[src/hw/rtl/upd_pkg.sv]
// Shared types, character constants and hex helpers for the URL percent decoder.
package upd_pkg;

  localparam logic [7:0] PCT_CHAR   = 8'h25;
  localparam logic [7:0] PLUS_CHAR  = 8'h2B;
  localparam logic [7:0] SPACE_CHAR = 8'h20;

  typedef enum logic [1:0] {
    PH_IDLE  = 2'd0,
    PH_PCT   = 2'd1,
    PH_DIGIT = 2'd2
  } phase_t;

  // Up to three decoded bytes produced by one input item, in output order.
  // last applies to the final byte of the group only.
  typedef struct packed {
    logic [1:0] cnt_m1;
    logic [7:0] b0;
    logic [7:0] b1;
    logic [7:0] b2;
    logic       last;
  } group_t;

  typedef struct packed {
    phase_t phase;
  } front_stat_t;

  function automatic logic is_hex(input logic [7:0] c);
    logic r;
    r = ((c >= 8'h30) && (c <= 8'h39)) || ((c >= 8'h41) && (c <= 8'h46)) ||
        ((c >= 8'h61) && (c <= 8'h66));
    return r;
  endfunction

  function automatic logic [3:0] hex_val(input logic [7:0] c);
    logic [7:0] v;
    v = 8'h00;
    if ((c >= 8'h30) && (c <= 8'h39)) begin
      v = c - 8'h30;
    end else if ((c >= 8'h41) && (c <= 8'h46)) begin
      v = c - 8'h37;
    end else if ((c >= 8'h61) && (c <= 8'h66)) begin
      v = c - 8'h57;
    end
    return v[3:0];
  endfunction

endpackage

[src/hw/rtl/upd_front.sv]
// Front end: tracks the escape phase and turns each input item into a byte group.
module upd_front (
  input  logic                clk,
  input  logic                rst_n,
  input  logic                in_valid,
  input  logic [7:0]          in_byte,
  input  logic                in_last,
  input  logic                q_full,
  output logic                in_ready,
  output logic                push,
  output upd_pkg::group_t     grp,
  output upd_pkg::front_stat_t stat
);
  import upd_pkg::*;

  phase_t     phase_r, phase_nxt;
  logic [7:0] held_r, held_nxt;

  logic       accept;
  logic       hex;
  logic       fresh_starts;
  logic       fresh_emit;
  logic [7:0] fresh_byte;
  logic [1:0] n_bytes;

  assign in_ready     = !q_full;
  assign accept       = in_valid && in_ready;
  assign hex          = is_hex(in_byte);
  assign fresh_starts = (in_byte == PCT_CHAR) && !in_last;
  assign fresh_emit   = !fresh_starts;
  assign fresh_byte   = (in_byte == PLUS_CHAR) ? SPACE_CHAR : in_byte;

  // next state
  always_comb begin
    phase_nxt = phase_r;
    held_nxt  = held_r;
    if (accept) begin
      unique case (phase_r)
        PH_PCT: begin
          if (hex && !in_last) begin
            phase_nxt = PH_DIGIT;
            held_nxt  = in_byte;
          end else begin
            phase_nxt = fresh_starts ? PH_PCT : PH_IDLE;
          end
        end
        PH_DIGIT: begin
          if (hex) begin
            phase_nxt = PH_IDLE;
          end else begin
            phase_nxt = fresh_starts ? PH_PCT : PH_IDLE;
          end
        end
        default: begin
          phase_nxt = fresh_starts ? PH_PCT : PH_IDLE;
        end
      endcase
    end
  end

  // outputs
  always_comb begin
    grp      = '0;
    n_bytes  = 2'd0;
    grp.last = in_last;
    unique case (phase_r)
      PH_PCT: begin
        if (!(hex && !in_last)) begin
          grp.b0  = PCT_CHAR;
          grp.b1  = fresh_byte;
          n_bytes = fresh_emit ? 2'd2 : 2'd1;
        end
      end
      PH_DIGIT: begin
        if (hex) begin
          grp.b0  = {hex_val(held_r), hex_val(in_byte)};
          n_bytes = 2'd1;
        end else begin
          grp.b0  = PCT_CHAR;
          grp.b1  = held_r;
          grp.b2  = fresh_byte;
          n_bytes = fresh_emit ? 2'd3 : 2'd2;
        end
      end
      default: begin
        grp.b0  = fresh_byte;
        n_bytes = fresh_emit ? 2'd1 : 2'd0;
      end
    endcase
    grp.cnt_m1 = n_bytes - 2'd1;
  end

  assign push       = accept && (n_bytes != 2'd0);
  assign stat.phase = phase_r;

  always_ff @(posedge clk) begin
    if (!rst_n) begin
      phase_r <= PH_IDLE;
      held_r  <= 8'h00;
    end else begin
      phase_r <= phase_nxt;
      held_r  <= held_nxt;
    end
  end

endmodule

[src/hw/rtl/upd_queue.sv]
// Small flop queue of byte groups between front and back end.
module upd_queue #(
  parameter int DEPTH = 4
) (
  input  logic            clk,
  input  logic            rst_n,
  input  logic            push,
  input  upd_pkg::group_t push_grp,
  input  logic            pop,
  output upd_pkg::group_t head,
  output logic            full,
  output logic            empty,
  output logic [$clog2(DEPTH+1)-1:0] count
);
  import upd_pkg::*;

  localparam int PW = $clog2(DEPTH);
  localparam int CW = $clog2(DEPTH + 1);
  localparam logic [PW-1:0] LAST_PTR = PW'(DEPTH - 1);

  group_t          mem_r [DEPTH];
  logic [PW-1:0]   wr_ptr_r, wr_ptr_nxt;
  logic [PW-1:0]   rd_ptr_r, rd_ptr_nxt;
  logic [CW-1:0]   cnt_r, cnt_nxt;
  logic            do_push, do_pop;

  assign full    = (cnt_r == CW'(DEPTH));
  assign empty   = (cnt_r == '0);
  assign count   = cnt_r;
  assign head    = mem_r[rd_ptr_r];
  assign do_push = push && !full;
  assign do_pop  = pop && !empty;

  always_comb begin
    wr_ptr_nxt = wr_ptr_r;
    rd_ptr_nxt = rd_ptr_r;
    cnt_nxt    = cnt_r;
    if (do_push) begin
      wr_ptr_nxt = (wr_ptr_r == LAST_PTR) ? '0 : wr_ptr_r + 1'b1;
    end
    if (do_pop) begin
      rd_ptr_nxt = (rd_ptr_r == LAST_PTR) ? '0 : rd_ptr_r + 1'b1;
    end
    if (do_push && !do_pop) begin
      cnt_nxt = cnt_r + 1'b1;
    end else if (do_pop && !do_push) begin
      cnt_nxt = cnt_r - 1'b1;
    end
  end

  always_ff @(posedge clk) begin
    if (do_push) begin
      mem_r[wr_ptr_r] <= push_grp;
    end
  end

  always_ff @(posedge clk) begin
    if (!rst_n) begin
      wr_ptr_r <= '0;
      rd_ptr_r <= '0;
      cnt_r    <= '0;
    end else begin
      wr_ptr_r <= wr_ptr_nxt;
      rd_ptr_r <= rd_ptr_nxt;
      cnt_r    <= cnt_nxt;
    end
  end

endmodule

[src/hw/rtl/upd_back.sv]
// Back end: serializes byte groups into the registered output stream.
module upd_back (
  input  logic            clk,
  input  logic            rst_n,
  input  upd_pkg::group_t head,
  input  logic            head_valid,
  output logic            pop,
  output logic            out_valid,
  input  logic            out_ready,
  output logic [7:0]      out_byte,
  output logic            out_last
);
  import upd_pkg::*;

  logic [1:0] idx_r, idx_nxt;
  logic       valid_r, valid_nxt;
  logic [7:0] byte_r, byte_nxt;
  logic       last_r, last_nxt;
  logic       load;
  logic       at_end;
  logic [7:0] sel_byte;

  assign load   = head_valid && (!valid_r || out_ready);
  assign at_end = (idx_r == head.cnt_m1);
  assign pop    = load && at_end;

  always_comb begin
    case (idx_r)
      2'd0:    sel_byte = head.b0;
      2'd1:    sel_byte = head.b1;
      default: sel_byte = head.b2;
    endcase
  end

  always_comb begin
    idx_nxt   = idx_r;
    valid_nxt = valid_r;
    byte_nxt  = byte_r;
    last_nxt  = last_r;
    if (load) begin
      valid_nxt = 1'b1;
      byte_nxt  = sel_byte;
      last_nxt  = at_end && head.last;
      idx_nxt   = at_end ? 2'd0 : idx_r + 2'd1;
    end else if (out_ready) begin
      valid_nxt = 1'b0;
    end
  end

  always_ff @(posedge clk) begin
    byte_r <= byte_nxt;
    last_r <= last_nxt;
  end

  always_ff @(posedge clk) begin
    if (!rst_n) begin
      idx_r   <= 2'd0;
      valid_r <= 1'b0;
    end else begin
      idx_r   <= idx_nxt;
      valid_r <= valid_nxt;
    end
  end

  assign out_valid = valid_r;
  assign out_byte  = byte_r;
  assign out_last  = last_r;

endmodule

[src/hw/rtl/url_percent_decoder_unit.sv]
// Top level of the URL percent decoder: front end, group queue, back end.
// Output path: an item that yields output reaches out_tvalid through the queue write and
//   then the registered output byte.
// Throughput with out_tready high: one input item per cycle while each yields at most one
//   byte; an item flushing a held escape yields up to three bytes, emitted one per cycle.
// Reset: synchronous active-low rst_n clears escape phase, queue pointers and output valid.
module url_percent_decoder_unit #(
  parameter int QUEUE_DEPTH = 4   // byte groups buffered between front and back, >= 2
) (
  input  logic       clk,
  input  logic       rst_n,
  // input stream
  input  logic       in_tvalid,
  output logic       in_tready,
  input  logic [7:0] in_tdata,    // [7:0] in_byte
  input  logic       in_tlast,    // in_last
  // output stream
  output logic       out_tvalid,
  input  logic       out_tready,
  output logic [7:0] out_tdata,   // [7:0] out_byte
  output logic       out_tlast    // out_last
);
  import upd_pkg::*;

  localparam int CW = $clog2(QUEUE_DEPTH + 1);

  group_t      push_grp;
  group_t      head;
  front_stat_t fstat;
  logic        push, pop;
  logic        q_full, q_empty;
  logic [CW-1:0] q_count;

  // front: classify bytes against the escape phase, one item per cycle while the queue is not full
  upd_front u_front (
    .clk      (clk),
    .rst_n    (rst_n),
    .in_valid (in_tvalid),
    .in_byte  (in_tdata),
    .in_last  (in_tlast),
    .q_full   (q_full),
    .in_ready (in_tready),
    .push     (push),
    .grp      (push_grp),
    .stat     (fstat)
  );

  // queue decouples input acceptance from output stalls
  upd_queue #(
    .DEPTH (QUEUE_DEPTH)
  ) u_queue (
    .clk      (clk),
    .rst_n    (rst_n),
    .push     (push),
    .push_grp (push_grp),
    .pop      (pop),
    .head     (head),
    .full     (q_full),
    .empty    (q_empty),
    .count    (q_count)
  );

  // back: one decoded byte per cycle into the output register, unless out_tready stalls it
  upd_back u_back (
    .clk        (clk),
    .rst_n      (rst_n),
    .head       (head),
    .head_valid (!q_empty),
    .pop        (pop),
    .out_valid  (out_tvalid),
    .out_ready  (out_tready),
    .out_byte   (out_tdata),
    .out_last   (out_tlast)
  );

  // queue occupancy stays within its depth
  a_q_bound: assert property (@(posedge clk) disable iff (!rst_n)
    q_count <= CW'(QUEUE_DEPTH))
    else $error("queue count exceeds depth");

  // a string end always leaves no escape pending
  a_last_idle: assert property (@(posedge clk) disable iff (!rst_n)
    (in_tvalid && in_tready && in_tlast) |=> (fstat.phase == PH_IDLE))
    else $error("escape pending after last item");

  // back end never pops an empty queue
  a_pop_nonempty: assert property (@(posedge clk) disable iff (!rst_n)
    pop |-> !q_empty)
    else $error("pop from empty queue");

  // a full queue blocks input
  a_full_stall: assert property (@(posedge clk) disable iff (!rst_n)
    (q_count == CW'(QUEUE_DEPTH)) |-> !in_tready)
    else $error("input accepted while queue full");

endmodule

[config.mk]
export PLATFORM = sky130hd
export DESIGN_NAME = url_percent_decoder_unit
export DESIGN_NICKNAME = d
export VERILOG_FILES = /design/src/hw/rtl/upd_pkg.sv /design/src/hw/rtl/upd_front.sv /design/src/hw/rtl/upd_queue.sv /design/src/hw/rtl/upd_back.sv /design/src/hw/rtl/url_percent_decoder_unit.sv
export SDC_FILE = /design/constraint.sdc
export NUM_CORES = 1
export LEC_CHECK = 0
export BUFFER_PORTS_ARGS = -buffer_cell sky130_fd_sc_hd__buf_2
export CORE_MARGIN = 2
export CORE_UTILIZATION = 53
export CTS_BUF_LIST = sky130_fd_sc_hd__clkbuf_8
export CTS_CLUSTER_SIZE = 16
export DETAILED_ROUTE_END_ITERATION = 10
export HOLD_SLACK_MARGIN = 0.15
export PLACE_DENSITY_LB_ADDON = 0.05
export SYNTH_ARGS = -nofsm -noshare
export SYNTH_HDL_FRONTEND = slang
export SYNTH_HIERARCHICAL = 1
export SYNTH_SLANG_ARGS = --single-unit
[constraint.sdc]
create_clock -name clk -period 4.1 [get_ports clk]
set_clock_uncertainty 0.15 [all_clocks]
set_input_delay 1.23 -clock clk [delete_from_list [all_inputs] [get_ports clk]]
set_output_delay 1.23 -clock clk [all_outputs]
set_load 0.005 [all_outputs]
Word-level counts from Yosys, hierarchy flattened
Memory sizes are Yosys's and may differ from the RTL's. A register that Yosys moved wholly into a read port is not among the register bits.
Cells that the tools add are included.
{"block": "totals", "ff_bits": 29, "latchBits": 0, "mem_bits_rw": 108, "mem_bits_ro": 0, "input_bits": 13, "out_inout_bits": 11, "word_cells": 110, "n_memories": 1}
{"block": "classes", "add_sub_neg": 12, "multipliers": 0, "div_mod_pow": 0, "magnitude_cmp": 12, "eq_ne": 9, "shifts": 0, "mux": 35, "bitwise": 0, "n_reduce_logical": 32}
{"name": "u_queue.mem_r", "words": 4, "width": 27, "read_ports": 1, "rd_ports_with_merged_regs": 1, "write_ports": 1, "line": "upd_queue.sv:21", "source": "group_t mem_r [DEPTH];"}
{"cell": "one-hot mux 8 bit (2 select lines)", "n": 3}
{"cell": "greater-or-equal comparator 8 x 7 -> 1 bit (second input constant)", "n": 4}
{"cell": "less-or-equal comparator 8 x 7 -> 1 bit (second input constant)", "n": 4}
{"cell": "two-way mux 4 bit", "n": 6}
{"cell": "two-way mux 8 bit", "n": 3}
{"cell": "two-way mux 2 bit", "n": 10}
{"cell": "logical AND 1 bit", "n": 17}
{"cell": "equality test 8 x 6 -> 1 bit (second input constant)", "n": 2}
{"cell": "greater-or-equal comparator 8 x 6 -> 1 bit (second input constant)", "n": 2}
{"cell": "less-or-equal comparator 8 x 6 -> 1 bit (second input constant)", "n": 2}
{"cell": "two-way mux 16 bit", "n": 1}
{"cell": "subtractor 4 x 3 -> 4 bit (second input constant)", "n": 4}
{"cell": "two-way mux 14 bit", "n": 1}
{"cell": "one-hot mux 2 bit (2 select lines)", "n": 2}
{"cell": "subtractor 4 x 1 -> 4 bit (second input constant)", "n": 2}
{"cell": "two-way mux 1 bit", "n": 7}
{"cell": "adder 2 x 1 -> 2 bit (second input constant)", "n": 3}
{"cell": "equality test 2 bit (second input constant)", "n": 3}
{"cell": "logical NOT 1 bit", "n": 6}
{"cell": "two-way mux 3 bit", "n": 2}
{"cell": "nonzero test 2 bit", "n": 3}
{"cell": "equality test 2 x 1 -> 1 bit (second input constant)", "n": 2}
{"cell": "adder 3 x 1 -> 3 bit (second input constant)", "n": 1}
{"cell": "equality test 3 bit (second input constant)", "n": 1}
{"cell": "7 further kinds", "n": 9}

Depth between registers and ports, before layout
{"block": "depth", "depth_word": 14, "mapped_depth": 18, "mapped_depth_nobuf": 15}

Modules after synthesis
The synthesis kept the hierarchy.
{"mod": "upd_queue", "n_inst": 1, "cells_per_inst": 192, "area_per_inst_um2": 4424.2, "seq_area_each_um2": 3423.3}
{"mod": "upd_front", "n_inst": 1, "cells_per_inst": 152, "area_per_inst_um2": 1201.2, "seq_area_each_um2": 200.2}
{"mod": "upd_back", "n_inst": 1, "cells_per_inst": 62, "area_per_inst_um2": 609.3, "seq_area_each_um2": 330.3}
{"mod": "url_percent_decoder_unit", "n_inst": 1, "cells_per_inst": 1, "area_per_inst_um2": 3.8, "seq_area_each_um2": 0.0}

Worst setup path before layout
OpenSTA, ideal clock, no wires.
{"block": "synth_timing", "kind": "input -> register", "from": "input in_tdata[1]", "to": "register u_queue.cnt_r[2] (netlist: u_queue/count[2])", "setup_time_ns": 0.076, "arrival_ns": 4.124, "required_ns": 3.874, "setup_slack_ns": -0.249, "path_stages": 17, "path_buffers": 2, "path_cell_list": "inv_1 ha_1 nor3b_1 o32ai_2 a21oi_1 clkbuf_8 a21oi_1 ha_1 nor2_1 nor2b_1 buf_2 ha_1 inv_1 fa_1 xor2_1 or3_1 a21boi_0"}
{"block": "synth_via", "elab_chain_len": 13, "word_cells_on_any_way": 28, "classes_between": "order compare: 6; eq/ne: 1; mux: 7; reduce/logical: 14"}
{"element": "from (decl)", "line": "url_percent_decoder_unit.sv:15", "source": "input logic [7:0] in_tdata,"}
{"element": "greater-or-equal comparator 8 x 6 -> 1 bit, or another cell as far along", "line": "upd_pkg.sv:30", "source": "r = ((c >= 8'h30) && (c <= 8'h39)) || ((c >= 8'h41) && (c <= 8'h46)) ||"}
{"element": "logical AND 1 bit", "line": "upd_pkg.sv:30"}
{"element": "logical OR 1 bit (2 in a row)", "line": "upd_pkg.sv:30"}
{"element": "logical AND 1 bit", "line": "upd_front.sv:68", "source": "if (!(hex && !in_last)) begin"}
{"element": "two-way mux 2 bit", "line": "upd_front.sv:68"}
{"element": "one-hot mux 2 bit (2 select lines) *", "line": "upd_front.sv:66", "source": "unique case (phase_r)"}
{"element": "nonzero test 2 bit *", "line": "upd_front.sv:93", "source": "assign push = accept && (n_bytes != 2'd0);"}
{"element": "logical AND 1 bit *", "line": "upd_front.sv:93"}
{"element": "net push", "line": "url_percent_decoder_unit.sv:30", "source": "logic push, pop;"}
{"element": "logical AND 1 bit *", "line": "upd_queue.sv:31", "source": "assign do_push = push && !full;"}
{"element": "net u_queue.do_push", "line": "upd_queue.sv:25", "source": "logic do_push, do_pop;"}
{"element": "logical NOT 1 bit", "line": "upd_queue.sv:46", "source": "end else if (do_pop && !do_push) begin"}
{"element": "logical AND 1 bit", "line": "upd_queue.sv:46"}
{"element": "nonzero test 2 bit (no line)"}
{"element": "to (signal assigned)", "line": "upd_queue.sv:65", "source": "cnt_r <= cnt_nxt;"}
{"element": "to (decl)", "line": "upd_queue.sv:24", "source": "logic [CW-1:0] cnt_r, cnt_nxt;"}
The timed path passes the listed nets; every way through them passes the cells marked *.
A chain may end at the register's enable or synchronous reset.

Final worst setup path
{"block": "layout_timing", "from": "input in_tdata[7]", "to": "register u_queue.cnt_r[2] (netlist: u_queue/count[2])"}
{"block": "layout_via", "elab_chain_len": 13, "word_cells_on_any_way": 28, "classes_between": "order compare: 6; eq/ne: 1; mux: 7; reduce/logical: 14"}
{"element": "greater-or-equal comparator 8 x 6 -> 1 bit, or another cell as far along", "line": "upd_pkg.sv:30"}
{"element": "logical AND 1 bit", "line": "upd_pkg.sv:30"}
{"element": "logical OR 1 bit (2 in a row)", "line": "upd_pkg.sv:30"}
{"element": "logical AND 1 bit", "line": "upd_front.sv:68"}
{"element": "two-way mux 2 bit", "line": "upd_front.sv:68"}
{"element": "one-hot mux 2 bit (2 select lines) *", "line": "upd_front.sv:66"}
{"element": "nonzero test 2 bit *", "line": "upd_front.sv:93"}
{"element": "logical AND 1 bit *", "line": "upd_front.sv:93"}
{"element": "net push", "line": "url_percent_decoder_unit.sv:30"}
{"element": "logical AND 1 bit *", "line": "upd_queue.sv:31"}
{"element": "logical NOT 1 bit", "line": "upd_queue.sv:46"}
{"element": "logical AND 1 bit", "line": "upd_queue.sv:46"}
{"element": "nonzero test 2 bit (no line)"}
Marked as above.

==> tab_implementation.tex <==
\begin{tabular}{lr}
\hline
Metric & Value \\
\hline
\multicolumn{2}{l}{\textbf{Run status}} \\
Outcome & finished clean \\
\multicolumn{2}{l}{\textbf{Yosys}} \\
Share of flip-flops with an asynchronous set or reset after synthesis & 0 \\
Library cells used by synthesis & 63 \\
EDFF count, synth & $\sim$120 \\
Synthesized area per cell & 15.3 um2 \\
Cells after Synth & 407 \\
Synthesized flop and latch total & 139 \\
Yosys warning count & 6 \\
Post-synthesis instance area & 6240 um2 \\
Dominant synthesized flop cell & sky130\_fd\_sc\_hd\_\_edfxtp\_1 \\
Part of the Yosys area used for sequential elements & 0.634 \\
Synthesized Nets & around 440 \\
\multicolumn{2}{l}{\textbf{Critical path}} \\
Cell type group with the largest total delay on the critical path & simple AND/OR/NAND/NOR gates \\
Signal arrival time at the worst endpoint & 4.05 ns \\
Critical path data required time & about 4.3 ns \\
Crit path buffers/inverters & 2 \\
Critical Path End Type & flip-flop \\
Critical path startpoint category & input pin \\
CP max stage cell & sky130\_fd\_sc\_hd\_\_or3\_4 \\
Crit path cell chain & buf\_2 -> or3b\_4 -> or3\_4 -> mux2i\_4 -> ha\_2 -> nor2\_1 -> nor2b\_1 -> ha\_4 -> inv\_1 -> fa\_2 -> xor2\_1 -> or3\_1 -> a21boi\_1 \\
Maximum cell stage delay along the critical path & roughly 0.43 ns \\
Worst-path fanout max & 3 \\
Type of the worst setup path & in -> reg \\
\multicolumn{2}{l}{\textbf{Route}} \\
DRC errors left & 0 \\
Total vias in the final route & 3585 \\
Routed length per instance & 19.9 um \\
Router iterations before antenna repair & 5 \\
Post-DR vias/cell & around 5.8 \\
Residual antenna-violating net count after detailed routing & 0 \\
Final wirelength & 12.2 mm \\
DRC marker count from the first detailed-route iteration & 300 \\
\multicolumn{2}{l}{\textbf{STA}} \\
Final worst-path setup slack & 0.274 ns \\
Setup\_tns & 0 ns \\
Achievable Freq & 261 MHz \\
Ratio of final minimum period to clock period & 0.933 \\
Setup-violating endpoint count in the final report & 0 \\
Final critical delay including setup and external delays & 3.83 ns \\
Worst slew slack as a fraction of its limit & 0.417 \\
Final count of pins violating max slew & 0 \\
Transition at the pin with the smallest max-transition slack & 0.867 ns \\
Count of final hold-check violations & 0 \\
Unrepaired setup endpoints after global routing & no \\
\multicolumn{2}{l}{\textbf{Power and ir drop}} \\
Total power divided by cell area & 556 nW/um2 \\
Sw Share & 0.269 \\
Switching component of the power & 1.06 mW \\
Static leakage power & roughly 2.5 nW \\
Internal power component & slightly below 3 mW \\
Gate power share & 0.228 \\
Sequential group share of total power & 0.481 \\
Final total power & 3.95 mW \\
Clock network fraction of total power & 0.291 \\
Max IR drop VDD & about 0.00032 V \\
\multicolumn{2}{l}{\textbf{Die}} \\
Die outline area & around 13000 um2 \\
Effective utilization at floorplan & 0.544 \\
Die width & 112 um \\
Core area & 11500 um2 \\
Io pins & 24 \\
Height of the chip & 112 um \\
Placement Rows & 39 \\
\multicolumn{2}{l}{\textbf{Clocking}} \\
Maximum clock path buffer count & 2 \\
\# H-tree levels & 4 \\
CTS Root Buffer Type & sky130\_fd\_sc\_hd\_\_clkbuf\_8 \\
CTS tree & done \\
Hold-fix buffers, CTS & 0 \\
Clock transition at the registers of the reported paths & approximately 0.070 ns \\
Number of clock buffers inserted by TritonCTS & 17 \\
TritonCTS Sinks & 139 \\
Number of setup buffers added after CTS & 0 \\
Worst-skew pair later-pin latency & $\sim$0.44 ns \\
Post-cts sizing count & 0 \\
\multicolumn{2}{l}{\textbf{Global routing}} \\
Maximum number of pins on one net before global-route repair & 28 \\
Congestion Overflow GR & 0 \\
Met2 GRT Util & 0.316 \\
Met1 track demand over resource in global routing & 0.305 \\
Met3 routing resource usage after global routing & 0.0535 \\
Number of global-route vias before repair & 3619 \\
Aggregate global-route resource usage & 0.211 \\
Most used routing layer & met2 \\
Initial antenna violation count & 0 \\
Wire length of the first global-routing pass & 19.7 mm \\
\multicolumn{2}{l}{\textbf{Final layout}} \\
Commonest non-fill, non-tap cells in the layout & sky130\_fd\_sc\_hd\_\_edfxtp\_1 (117), sky130\_fd\_sc\_hd\_\_nand2\_1 (38), sky130\_fd\_sc\_hd\_\_buf\_2 (23), sky130\_fd\_sc\_hd\_\_buf\_4 (23) \\
Final Util & 0.618 \\
Share of layout cells above drive strength 1 & 0.281 \\
Diodes inserted & 0 \\
\# fillers & 856 \\
Most frequent standard cell in the layout excluding fill and tap cells & sky130\_fd\_sc\_hd\_\_edfxtp\_1 \\
Syn-to-layout area delta & 13.7\% \\
Number of nets in the layout & 489 \\
\multicolumn{2}{l}{\textbf{Placed design}} \\
DP Worst Slack & -0.186 ns \\
Detailed placement HPWL & 8.06 mm \\
Final weighted congestion of routability-driven global placement & 0.843 \\
IO Port Bufs & 23 \\
\multicolumn{2}{l}{\textbf{Hold path}} \\
Min-delay worst type & reg -> reg \\
\multicolumn{2}{l}{\textbf{Job}} \\
Max\_cap viols & 0 \\
\hline
\end{tabular}
flip-flops by register name, summed over array words and instances, names as in the netlist, named ones only:
name              flops
u_back/out_valid      1
u_front/stat          2
u_queue/rd_ptr_r      2
u_front/held_r        8
u_queue/wr_ptr_r      2
u_back/out_last       1
u_back/out_byte       8
u_queue/mem_r       108
u_queue/count         3
u_back/idx_r          2
metal layers:
layer	share of wire	up-vias
li1	-	1676
met1	0.47	1794
met2	0.47	100
met3	0.045	15
met4	0.013	0
met5	0	-
through the flow:
step | area [um2] | hold slack (ns) | cells
final | 7090 | 0.327 | 613
after global routing | 7090 | 0.356 | 613
after CTS | 7090 | 0.321 | 613
after detailed placement | 6680 | 0.300 | 581
after global placement | 6680 | 0.300 | 581
after floorplan | 6300 | 0.277 | 407
path summary, 6_finish.rpt:
| check | endpoint | start | cells past startpoint | slack [ns] |
|---|---|---|---|---|
| worst min-delay path | u_front/held_r[7]$_SDFFE_PN0P_ | u_front/held_r[7]$_SDFFE_PN0P_ | 2 | 0.33 |
| worst max register to register | u_queue/count[2]$_SDFFE_PN0P_ | u_front/stat[0]$_SDFFE_PN0P_ | 14 | 0.70 |
| worst min register to register | u_front/held_r[7]$_SDFFE_PN0P_ | u_front/held_r[7]$_SDFFE_PN0P_ | 2 | 0.33 |
| worst max-delay path | u_queue/count[2]$_SDFFE_PN0P_ | in_tdata[7] | 13 | 0.27 |
Yosys cell counts (3+ instances only):
master	instances	area, um2
sky130_fd_sc_hd__mux4_1	7	184
sky130_fd_sc_hd__edfxtp_1	117	3510
sky130_fd_sc_hd__a21boi_0	3	22.5
sky130_fd_sc_hd__clkbuf_1	3	11.3
sky130_fd_sc_hd__ha_1	18	225
sky130_fd_sc_hd__a22oi_1	8	60.1
sky130_fd_sc_hd__a32o_1	3	30.0
sky130_fd_sc_hd__buf_2	5	25.0
sky130_fd_sc_hd__mux4_2	20	450
sky130_fd_sc_hd__nor3b_1	3	22.5
sky130_fd_sc_hd__or3_1	3	18.8
sky130_fd_sc_hd__inv_1	19	71.3
sky130_fd_sc_hd__nor2b_1	4	25.0
sky130_fd_sc_hd__mux2i_1	4	40.0
sky130_fd_sc_hd__nand2_1	38	143
sky130_fd_sc_hd__a21oi_1	14	70.1
sky130_fd_sc_hd__nor2_1	8	30.0
sky130_fd_sc_hd__dfxtp_1	22	440
sky130_fd_sc_hd__and3_2	3	22.5
sky130_fd_sc_hd__buf_6	3	33.8
sky130_fd_sc_hd__nor3_1	6	30.0
sky130_fd_sc_hd__clkbuf_8	3	41.3
sky130_fd_sc_hd__nor4b_1	3	26.3
sky130_fd_sc_hd__a22o_1	5	43.8
sky130_fd_sc_hd__and2_1	10	62.6
sky130_fd_sc_hd__o21ai_0	14	70.1
sky130_fd_sc_hd__and3_1	4	25.0
sky130_fd_sc_hd__nand3_1	11	55.1
area by class of cell:
class	count	area, um2	area share
clock buffers	17	234	0.0330
clock inverters	15	183	0.0258
inverters	19	71.3	0.0101
multi-input cells	230	2100	0.296
flip-flops and latches	139	3960	0.558
well taps	143	179	0.0252
repair buffers	50	368	0.0519
cell families after synthesis:
kind of cell | Yosys count | share of synthesized area
AOI/OAI and AO/OA | 66 | 0.0756
xor gates and xnor gates | 4 | 0.00682
adders and majority gates | 19 | 0.0393
buffers and inverters | 38 | 0.0387
DFF | 139 | 0.634
muxes | 31 | 0.108
and+or+nand+nor | 110 | 0.0977
worst min-delay path, delay by kind of cell, from the launching register on:
| kind | cells | cell delay (ns) |
|---|---|---|
| flops | 1 | 0.34 |
| simple gates | 2 | 0.10 |
power by group through the flow:
stage                     registers (mW)  clock network [mW]  logic, mW
after floorplan                     1.91                   0      0.646
after global placement              1.92                   0      0.901
after detailed placement            1.93                   0      0.912
after CTS                           1.90                1.17      0.917
after global routing                1.92                1.23      0.995
final                               1.90                1.15      0.898
(Power assumes the default switching activity.)
